==> src/stup_pkg.sv <==
// Shared types, widths and character helpers for the string-to-unsigned parser.
// No dependencies; imported by every module of the block.
package stup_pkg;

  localparam int VALUE_BITS_DEF    = 64;
  localparam int POSITION_BITS_DEF = 12;
  localparam int CHAR_W            = 8;
  localparam int RADIX_W           = 6;
  localparam int OFFSET_W          = 12;
  localparam int DIGIT_W           = 7;

  localparam logic [DIGIT_W-1:0] NOT_DIGIT = 7'd99;
  localparam logic [RADIX_W-1:0] RADIX_AUTO = 6'd0;
  localparam logic [RADIX_W-1:0] BASE_OCT   = 6'd8;
  localparam logic [RADIX_W-1:0] BASE_DEC   = 6'd10;
  localparam logic [RADIX_W-1:0] BASE_HEX   = 6'd16;
  localparam logic [RADIX_W-1:0] BASE_MIN   = 6'd2;
  localparam logic [RADIX_W-1:0] BASE_MAX   = 6'd36;

  typedef struct packed {
    logic                overflowed;
    logic                no_digits;
    logic [OFFSET_W-1:0] end_offset;
  } res_flags_t;

  // Digit value of a character, NOT_DIGIT when it is neither 0-9 nor a letter.
  function automatic logic [DIGIT_W-1:0] digit_of(input logic [CHAR_W-1:0] c);
    logic [CHAR_W-1:0] t;
    t = 8'd0;
    if (c >= "0" && c <= "9") begin
      t = c - 8'h30;
    end else if (c >= "a" && c <= "z") begin
      t = c - 8'h61 + 8'd10;
    end else if (c >= "A" && c <= "Z") begin
      t = c - 8'h41 + 8'd10;
    end else begin
      t = {1'b0, NOT_DIGIT};
    end
    return t[DIGIT_W-1:0];
  endfunction

  // Space, TAB, LF, VT, FF, CR.
  function automatic logic is_space(input logic [CHAR_W-1:0] c);
    return (c == 8'h20) || (c >= 8'h09 && c <= 8'h0D);
  endfunction

endpackage

==> src/stup_in_reg.sv <==
// Input register stage: one request per cycle unless stalled, held for the core.
// Depends on stup_pkg.
module stup_in_reg
  import stup_pkg::*;
(
  input  logic              clk,
  input  logic              rst_n,
  input  logic              in_valid,
  input  logic [CHAR_W-1:0] in_ch,
  input  logic              in_first,
  output logic              in_stall,
  output logic              a_valid,
  output logic [CHAR_W-1:0] a_ch,
  output logic              a_first,
  input  logic              a_take
);

  logic              valid_r;
  logic [CHAR_W-1:0] ch_r;
  logic              first_r;

  // Slot is free when empty or being drained this cycle.
  assign in_stall = valid_r && !a_take;

  always_ff @(posedge clk) begin
    if (!rst_n) begin
      valid_r <= 1'b0;
    end else if (!in_stall) begin
      valid_r <= in_valid;
    end
  end

  always_ff @(posedge clk) begin
    if (in_valid && !in_stall) begin
      ch_r    <= in_ch;
      first_r <= in_first;
    end
  end

  assign a_valid = valid_r;
  assign a_ch    = ch_r;
  assign a_first = first_r;

endmodule

==> src/stup_core.sv <==
// Parse state and one-character step logic, including the radix register.
// Depends on stup_pkg.
module stup_core
  import stup_pkg::*;
#(
  parameter int VALUE_BITS    = VALUE_BITS_DEF,
  parameter int POSITION_BITS = POSITION_BITS_DEF
) (
  input  logic                  clk,
  input  logic                  rst_n,
  input  logic                  cfg_wr_en,
  input  logic [RADIX_W-1:0]    cfg_wr_data,
  input  logic                  a_valid,
  input  logic [CHAR_W-1:0]     a_ch,
  input  logic                  a_first,
  input  logic                  out_free,
  output logic                  a_take,
  output logic                  res_load,
  output logic [VALUE_BITS-1:0] res_value,
  output res_flags_t            res_flags
);

  localparam int PW = VALUE_BITS + RADIX_W;

  typedef enum logic [2:0] {
    PH_IDLE,
    PH_SPACE,
    PH_START,
    PH_ZERO,
    PH_DIGITS,
    PH_DONE
  } phase_t;

  localparam logic [POSITION_BITS-1:0] POS_MAX = {POSITION_BITS{1'b1}};

  phase_t                   phase_r, phase_nxt;
  logic [VALUE_BITS-1:0]    acc_r, acc_nxt;
  logic                     ovf_r, ovf_nxt;
  logic                     minus_r, minus_nxt;
  logic                     dseen_r, dseen_nxt;
  logic [RADIX_W-1:0]       base_r, base_nxt;
  logic [POSITION_BITS-1:0] pos_r, pos_nxt;
  logic [RADIX_W-1:0]       radix_r;
  logic                     produces;

  always_comb begin : step_logic
    logic                  stop;
    logic                  adv;
    logic [DIGIT_W-1:0]    d;
    logic [PW-1:0]         prod;

    phase_nxt = phase_r;
    acc_nxt   = acc_r;
    ovf_nxt   = ovf_r;
    minus_nxt = minus_r;
    dseen_nxt = dseen_r;
    base_nxt  = base_r;
    pos_nxt   = pos_r;
    stop      = 1'b0;
    adv       = 1'b0;
    produces  = 1'b0;
    d         = digit_of(a_ch);
    prod      = '0;

    if (a_first) begin
      phase_nxt = PH_SPACE;
      acc_nxt   = '0;
      ovf_nxt   = 1'b0;
      minus_nxt = 1'b0;
      dseen_nxt = 1'b0;
      base_nxt  = '0;
      pos_nxt   = '0;
    end else if (phase_r == PH_IDLE || phase_r == PH_DONE) begin
      stop = 1'b1;
    end

    // Phases fall through within one character, as far as it takes them.
    if (!stop && phase_nxt == PH_SPACE) begin
      if (is_space(a_ch)) begin
        adv  = 1'b1;
        stop = 1'b1;
      end else if (a_ch == "-" || a_ch == "+") begin
        minus_nxt = (a_ch == "-");
        phase_nxt = PH_START;
        adv       = 1'b1;
        stop      = 1'b1;
      end else begin
        phase_nxt = PH_START;
      end
    end

    if (!stop && phase_nxt == PH_START) begin
      base_nxt = radix_r;
      if ((radix_r == RADIX_AUTO || radix_r == BASE_HEX) && a_ch == "0") begin
        base_nxt  = (radix_r == RADIX_AUTO) ? BASE_OCT : BASE_HEX;
        phase_nxt = PH_ZERO;
        adv       = 1'b1;
        stop      = 1'b1;
      end else begin
        if (radix_r == RADIX_AUTO) begin
          base_nxt = BASE_DEC;
        end
        phase_nxt = PH_DIGITS;
      end
    end

    if (!stop && phase_nxt == PH_ZERO) begin
      if (a_ch == "x" || a_ch == "X") begin
        base_nxt  = BASE_HEX;
        phase_nxt = PH_DIGITS;
        adv       = 1'b1;
        stop      = 1'b1;
      end else begin
        dseen_nxt = 1'b1;
        phase_nxt = PH_DIGITS;
      end
    end

    if (!stop) begin
      if (base_nxt < BASE_MIN || base_nxt > BASE_MAX ||
          {1'b0, d} >= {{(DIGIT_W + 1 - RADIX_W){1'b0}}, base_nxt}) begin
        produces  = 1'b1;
        phase_nxt = PH_DONE;
      end else begin
        // Widened multiply-add: any bit above the value width is overflow.
        prod = PW'(acc_nxt) * PW'(base_nxt) + PW'(d);
        if (prod[PW-1:VALUE_BITS] != '0) begin
          ovf_nxt = 1'b1;
        end
        acc_nxt   = prod[VALUE_BITS-1:0];
        dseen_nxt = 1'b1;
        adv       = 1'b1;
      end
    end

    if (adv && pos_nxt != POS_MAX) begin
      pos_nxt = pos_nxt + POSITION_BITS'(1);
    end
  end

  assign a_take   = a_valid && (!produces || out_free);
  assign res_load = a_take && produces;

  always_comb begin
    if (!dseen_nxt) begin
      res_value            = '0;
      res_flags.overflowed = 1'b0;
      res_flags.no_digits  = 1'b1;
      res_flags.end_offset = '0;
    end else begin
      if (ovf_nxt) begin
        res_value = {VALUE_BITS{1'b1}};
      end else if (minus_nxt) begin
        res_value = {VALUE_BITS{1'b0}} - acc_nxt;
      end else begin
        res_value = acc_nxt;
      end
      res_flags.overflowed = ovf_nxt;
      res_flags.no_digits  = 1'b0;
      res_flags.end_offset = OFFSET_W'(pos_nxt);
    end
  end

  always_ff @(posedge clk) begin
    if (!rst_n) begin
      phase_r <= PH_IDLE;
      acc_r   <= '0;
      ovf_r   <= 1'b0;
      minus_r <= 1'b0;
      dseen_r <= 1'b0;
      base_r  <= '0;
      pos_r   <= '0;
      radix_r <= RADIX_AUTO;
    end else begin
      if (a_take) begin
        phase_r <= phase_nxt;
        acc_r   <= acc_nxt;
        ovf_r   <= ovf_nxt;
        minus_r <= minus_nxt;
        dseen_r <= dseen_nxt;
        base_r  <= base_nxt;
        pos_r   <= pos_nxt;
      end
      if (cfg_wr_en) begin
        radix_r <= cfg_wr_data;
      end
    end
  end

endmodule

==> src/stup_out_reg.sv <==
// Result register: holds one finished request until the consumer takes it.
// Depends on stup_pkg.
module stup_out_reg
  import stup_pkg::*;
#(
  parameter int VALUE_BITS = VALUE_BITS_DEF
) (
  input  logic                  clk,
  input  logic                  rst_n,
  input  logic                  res_load,
  input  logic [VALUE_BITS-1:0] res_value,
  input  res_flags_t            res_flags,
  output logic                  out_free,
  output logic                  out_valid,
  input  logic                  out_stall,
  output logic [VALUE_BITS-1:0] out_value,
  output res_flags_t            out_flags
);

  logic                  valid_r;
  logic [VALUE_BITS-1:0] value_r;
  res_flags_t            flags_r;

  assign out_free = !valid_r || !out_stall;

  always_ff @(posedge clk) begin
    if (!rst_n) begin
      valid_r <= 1'b0;
    end else if (res_load) begin
      valid_r <= 1'b1;
    end else if (!out_stall) begin
      valid_r <= 1'b0;
    end
  end

  always_ff @(posedge clk) begin
    if (res_load) begin
      value_r <= res_value;
      flags_r <= res_flags;
    end
  end

  assign out_valid = valid_r;
  assign out_value = value_r;
  assign out_flags = flags_r;

endmodule

==> src/string_to_unsigned_parser.sv <==
// Streaming ASCII to unsigned integer parser, one character per request.
// Throughput: one character per cycle unless stalled (combinational multiply-add).
// Path: a terminating character is captured in the input register, and its result
//   is loaded into the result register once that register is free.
// Reset (rst_n low, synchronous): parser idle, radix = 0 (auto), both registers empty.
// Depends on stup_pkg, stup_in_reg, stup_core, stup_out_reg.
module string_to_unsigned_parser
  import stup_pkg::*;
#(
  parameter int VALUE_BITS    = VALUE_BITS_DEF,
  parameter int POSITION_BITS = POSITION_BITS_DEF
) (
  input  logic                  clk,
  input  logic                  rst_n,
  // radix register write
  input  logic                  cfg_wr_en,
  input  logic [RADIX_W-1:0]    cfg_wr_data,
  // character requests
  input  logic                  in_valid,
  output logic                  in_stall,
  input  logic [CHAR_W-1:0]     in_ch,
  input  logic                  in_first,
  // result requests
  output logic                  out_valid,
  input  logic                  out_stall,
  output logic [VALUE_BITS-1:0] out_value,
  output logic                  out_overflowed,
  output logic                  out_no_digits,
  output logic [OFFSET_W-1:0]   out_end_offset
);

  logic                  a_valid;
  logic [CHAR_W-1:0]     a_ch;
  logic                  a_first;
  logic                  a_take;
  logic                  out_free;
  logic                  res_load;
  logic [VALUE_BITS-1:0] res_value;
  res_flags_t            res_flags;
  res_flags_t            out_flags;

  // Input register: decouples upstream from the step logic.
  stup_in_reg u_in_reg (
    .clk      (clk),
    .rst_n    (rst_n),
    .in_valid (in_valid),
    .in_ch    (in_ch),
    .in_first (in_first),
    .in_stall (in_stall),
    .a_valid  (a_valid),
    .a_ch     (a_ch),
    .a_first  (a_first),
    .a_take   (a_take)
  );

  // Step logic. A character that ends the parse waits in the input register
  // only while the result register is full and stalled; all other
  // characters go straight through and keep the stream moving.
  stup_core #(
    .VALUE_BITS    (VALUE_BITS),
    .POSITION_BITS (POSITION_BITS)
  ) u_core (
    .clk         (clk),
    .rst_n       (rst_n),
    .cfg_wr_en   (cfg_wr_en),
    .cfg_wr_data (cfg_wr_data),
    .a_valid     (a_valid),
    .a_ch        (a_ch),
    .a_first     (a_first),
    .out_free    (out_free),
    .a_take      (a_take),
    .res_load    (res_load),
    .res_value   (res_value),
    .res_flags   (res_flags)
  );

  // Result register: the only place a finished result waits.
  stup_out_reg #(
    .VALUE_BITS (VALUE_BITS)
  ) u_out_reg (
    .clk       (clk),
    .rst_n     (rst_n),
    .res_load  (res_load),
    .res_value (res_value),
    .res_flags (res_flags),
    .out_free  (out_free),
    .out_valid (out_valid),
    .out_stall (out_stall),
    .out_value (out_value),
    .out_flags (out_flags)
  );

  assign out_overflowed = out_flags.overflowed;
  assign out_no_digits  = out_flags.no_digits;
  assign out_end_offset = out_flags.end_offset;

endmodule
==> config.mk <==
export PLATFORM = sky130hd
export DESIGN_NAME = string_to_unsigned_parser
export DESIGN_NICKNAME = d
export VERILOG_FILES = /design/src/stup_pkg.sv /design/src/stup_in_reg.sv /design/src/stup_core.sv /design/src/stup_out_reg.sv /design/src/string_to_unsigned_parser.sv
export SDC_FILE = /design/constraint.sdc
export NUM_CORES = 2
export LEC_CHECK = 0
export ABC_AREA = 1
export BUFFER_PORTS_ARGS = -buffer_cell sky130_fd_sc_hd__buf_4
export CAP_MARGIN = 20
export CORE_ASPECT_RATIO = 0.6
export CORE_UTILIZATION = 65
export CTS_BUF_LIST = sky130_fd_sc_hd__clkbuf_16
export DETAILED_ROUTE_END_ITERATION = 8
export MAX_ROUTING_LAYER = met4
export PLACE_DENSITY = 0.92
export SETUP_SLACK_MARGIN = 0.1
export SLEW_MARGIN = 10
export SYNTH_ARGS = -nofsm -noshare
export SYNTH_HDL_FRONTEND = slang
export SYNTH_SLANG_ARGS = --single-unit
==> constraint.sdc <==
create_clock -name clk -period 9.5 [get_ports clk]
set_input_delay 0.95 -clock clk [delete_from_list [all_inputs] [get_ports clk]]
set_output_delay 0.95 -clock clk [all_outputs]
set_load 0.02 [all_outputs]
==> results.txt <==
----------------------------------------------------
[Worst hold path]
  Type of the most critical hold path ... reg -> reg
  HP Start ... u_core.acc_r[3]
  Endpoint, Worst Hold ... u_core.acc_r[3]
  Worst hold path cell count ... 2

[Global route]
  Global-route met3 utilization ... 0.173
  Global route overflow ... 0
  Antenna violations before repair ... 1
  GR Layer Usage met2 ... 0.619
  Pin count of the biggest net entering global routing ... 81
  Via count of the first global-routing pass ... around 23000
  First-pass GRT wire length ... 128000 um
  Met1 Use GR ... 0.645
  Most heavily used metal layer in global routing ... met1
  Overall Global Routing Usage ... 0.467

[Placement]
  Input/output buffers ... 99
  Post-DP HPWL ... 65300 um
  Post-Place Worst Slack ... 0.404 ns
  Placer congestion estimate ... between 1 and 1.5

[Floorplan]
  Number of primary I/O pins ... 100
  Area of the die ... 37100 um^2
  CORE AREA ... 35400 um^2
  Die span in y ... 150 um
  Starting utilization of the core area ... 0.667
  Placement row count ... 53
  Horizontal die dimension ... 248 um

[Detailed routing]
  Residual DRC ... 22
  Total number of vias ... 24244
  Total detailed-routing wirelength ... 84000 um
  First drt pass iteration count ... 9
  Routed wire length per instance ... 22.2 um
  Count of antenna-violating nets left after detailed routing ... 0
  Detailed Route Iter0 Violations ... 3860
  Average via count per standard cell ... 6.42

[Yosys]
  Biggest area contributors in the synthesized netlist ... sky130_fd_sc_hd__fa_1 21%, sky130_fd_sc_hd__edfxtp_1 11%, sky130_fd_sc_hd__nand2_1 11%
  Cell type contributing the most total cell area after synthesis ... sky130_fd_sc_hd__fa_1
  Syn_area_per_cell ... 7.27 um^2
  Post-synthesis sequential area ratio ... 0.192
  Ys flop type ... sky130_fd_sc_hd__dfxtp_1
  Area fraction of the dominant cell type after synthesis ... 0.214
  Total standard cell area after synthesis ... approximately 24000 um^2
  Synth warn ... 0
  Yosys reg bits ... 183
  Area fraction in compound gates after synthesis ... 0.127
  Post-synth net total ... 3683
  Adder-cell area share of the yosys netlist ... 0.300
  Xor and xnor fraction of the mapped netlist area ... 0.0334
  Number of distinct library cells after synthesis ... 54
  Async S/R FF share, synth ... 0
  Main combinational cell family by area after synthesis ... adder cells
  Cell count after synthesis ... 3248
  Synthesized-area fraction occupied by and/or/nand/nor cells ... 0.265
  EDFF count, synth ... 87
  Multiplexer area fraction after synthesis ... 0

[CTS]
  Clock tree sinks ... 183
  Clock tree buffer depth ... 2
  Clock latency at the later pin of the worst-skew pair ... 0.47 ns
  TritonCTS clock tree ... done
  Library cell used as clock root buffer ... sky130_fd_sc_hd__clkbuf_16
  CTS Buf Count ... 17
  Hold buffer count at CTS ... 0
  Clock transition at the registers of the reported paths ... 0.08 ns
  CTS H-tree lvls ... 4

[Worst setup path]
  Nature of the critical path endpoint ... flip-flop
  Crit Reg-Reg Startpoint ... u_in_reg.a_ch[0]
  Flop-to-flop setup slack ... 0.42 ns
  Endpoint of the worst register-to-register path ... u_out_reg.out_value[47]
  Cell type of the slowest stage on the worst timing path ... sky130_fd_sc_hd__fa_1
  Longest individual stage delay on the worst path ... 0.57 ns
  Arr. time, crit path ... 9.30 ns
  CP max FO ... 18
  Worst Reg-to-Reg Cells ... 43
  Crit path required time ... 9.72 ns
  Type of the worst setup path ... reg -> reg
  Category of the worst setup path launch point ... flip-flop
  Cell mode on critical path ... sky130_fd_sc_hd__nand2_1

[STA]
  RSZ-0062 raised after global routing ... yes
  Slew @ Worst Pin ... 1.22 ns
  Total setup violations reported at the end of the flow ... 0
  Final min period ... 9.08 ns
  Share of the clock period used by the worst path ... 0.956
  Setup skew after layout ... 0.0234 ns
  Smallest hold slack ... 0.468 ns
  Worst Slack Setup Final ... 0.419 ns
  Final Slew Violations ... 0
  Final number of hold-violating endpoints ... 0
  Post-route setup TNS ... 0 ns
  Normalized max-slew margin ... 0.181
  Highest clock rate ... 110 MHz

[Layout]
  Commonest non-fill, non-tap cell in the layout ... sky130_fd_sc_hd__nand2_1
  Final Util ... 0.720
  Layout Area Growth over Synthesis ... 7.93%
  Share of post-route cells with drive strength above 1 ... 0.0735
  Filler Cells Inserted ... 2799
  Commonest non-fill, non-tap cells in the layout ... 668 x sky130_fd_sc_hd__nand2_1, 611 x sky130_fd_sc_hd__nor2_1, 372 x sky130_fd_sc_hd__inv_1, 253 x sky130_fd_sc_hd__fa_1, 208 x sky130_fd_sc_hd__a21oi_1
  Final nets ... 3730

[Power and ir drop]
  Pwr per Cell Area ... 121 nW/um^2
  Static leakage ... between 10 and 15 nW
  Largest vdd supply drop ... roughly 0.16 mV

[Outcome]
  Result of the run ... finished with violations
  Failing checks ... design-rule violations

[Run]
  Number of maximum-capacitance constraint violations ... 0

----------------------------------------------------
stage by stage:
step           power [mW]  instance area, um^2  instances
3_3_place_gp         2.19                24800       3741
2_1_floorplan        1.81                23600       3248
6_report             3.08                25500       3777
5_1_grt              3.19                25500       3776
3_5_place_dp         2.23                24800       3741
4_1_cts              2.99                25400       3773
final cells by class:
cell class	count	area [um^2]	area share
multi-input cells	2566	17200	0.674
well taps	467	584	0.0229
repair inverters	1	7.51	0.000295
clock inverters	15	169	0.00663
flip-flops and latches	183	4530	0.178
repair buffers	140	1140	0.0447
inverters	386	1460	0.0571
diodes	2	5.00	0.000196
clock buffers	17	425	0.0167
cells in the mapped netlist (10+ instances only):
library cell and n:
sky130_fd_sc_hd__dfxtp_1 96, sky130_fd_sc_hd__o21ai_2 15, sky130_fd_sc_hd__a21oi_1 209, sky130_fd_sc_hd__inv_1 373, sky130_fd_sc_hd__o21ai_0 184, sky130_fd_sc_hd__o211ai_1 10
sky130_fd_sc_hd__edfxtp_1 87, sky130_fd_sc_hd__nand2_1 672, sky130_fd_sc_hd__buf_2 10, sky130_fd_sc_hd__buf_1 10, sky130_fd_sc_hd__nand4_1 53, sky130_fd_sc_hd__nor2_1 611
sky130_fd_sc_hd__nand2_2 11, sky130_fd_sc_hd__o21ai_1 25, sky130_fd_sc_hd__xor2_1 48, sky130_fd_sc_hd__ha_1 162, sky130_fd_sc_hd__nor3_1 19, sky130_fd_sc_hd__o21bai_1 18
sky130_fd_sc_hd__clkbuf_1 84, sky130_fd_sc_hd__nand3_1 100, sky130_fd_sc_hd__a31oi_1 39, sky130_fd_sc_hd__xnor2_1 42, sky130_fd_sc_hd__fa_1 253
worst max-delay path, delay by kind of cell (launching register included):
| kind | cells | cell delay (ns) |
|---|---|---|
| flip-flops | 1 | 0.43 |
| AND/OR/NAND/NOR | 22 | 3.07 |
| buffers and inverters | 8 | 0.75 |
| AO/OA/AOI/OAI | 6 | 1.75 |
| XOR/XNOR | 1 | 0.17 |
| adder cells (fa/ha/maj) | 6 | 2.65 |
flip-flops by register name (all words and copies together) (netlist names):
register,count
u_core.pos_r,12
u_in_reg.a_first,1
u_core.phase_r,3
u_core.acc_r,64
u_out_reg.out_value,64
u_out_reg.out_flags,14
u_core.minus_r,1
u_core.dseen_r,1
u_core.ovf_r,1
u_core.base_r,6
u_in_reg.a_valid,1
u_core.radix_r,6
u_in_reg.a_ch,8
u_out_reg.out_valid,1
power breakdown:
group          switching, mW  internal [mW]
sequential            0.0262          0.882
combinational           1.00          0.389
clock                  0.385          0.396
total                   1.41           1.67
metal layers:
layer	part of all wire	routed length, um
met1	0.39	33200
met2	0.40	33200
met3	0.17	14300
met4	0.040	3380
met5	0	0
worst max-delay path by stage:
stage                         endpoint        startpoint  slack (ns)
3_3_place_gp   u_out_reg.out_value[63]  u_in_reg.a_ch[0]        0.70
2_1_floorplan  u_out_reg.out_value[57]  u_in_reg.a_ch[0]        2.12
6_report       u_out_reg.out_value[47]  u_in_reg.a_ch[0]        0.42
3_5_place_dp   u_out_reg.out_value[14]  u_in_reg.a_ch[0]        0.40
4_1_cts        u_out_reg.out_value[14]  u_in_reg.a_ch[0]        0.36
5_1_grt        u_out_reg.out_value[16]  u_in_reg.a_ch[0]      -0.003
timing repair:
item	in CTS	in global routing
buffers inserted	0	1
setup endpoints to repair	0	49
resized for setup	0	14
cell families after synthesis:
family / count (synthesis)
AO/OA/AOI/OAI: 541
XOR/XNOR: 90
adder cells (fa/ha/maj): 415
buffers and inverters: 499
flip-flops: 183
AND/OR/NAND/NOR: 1520
(Power assumes the default switching activity.)
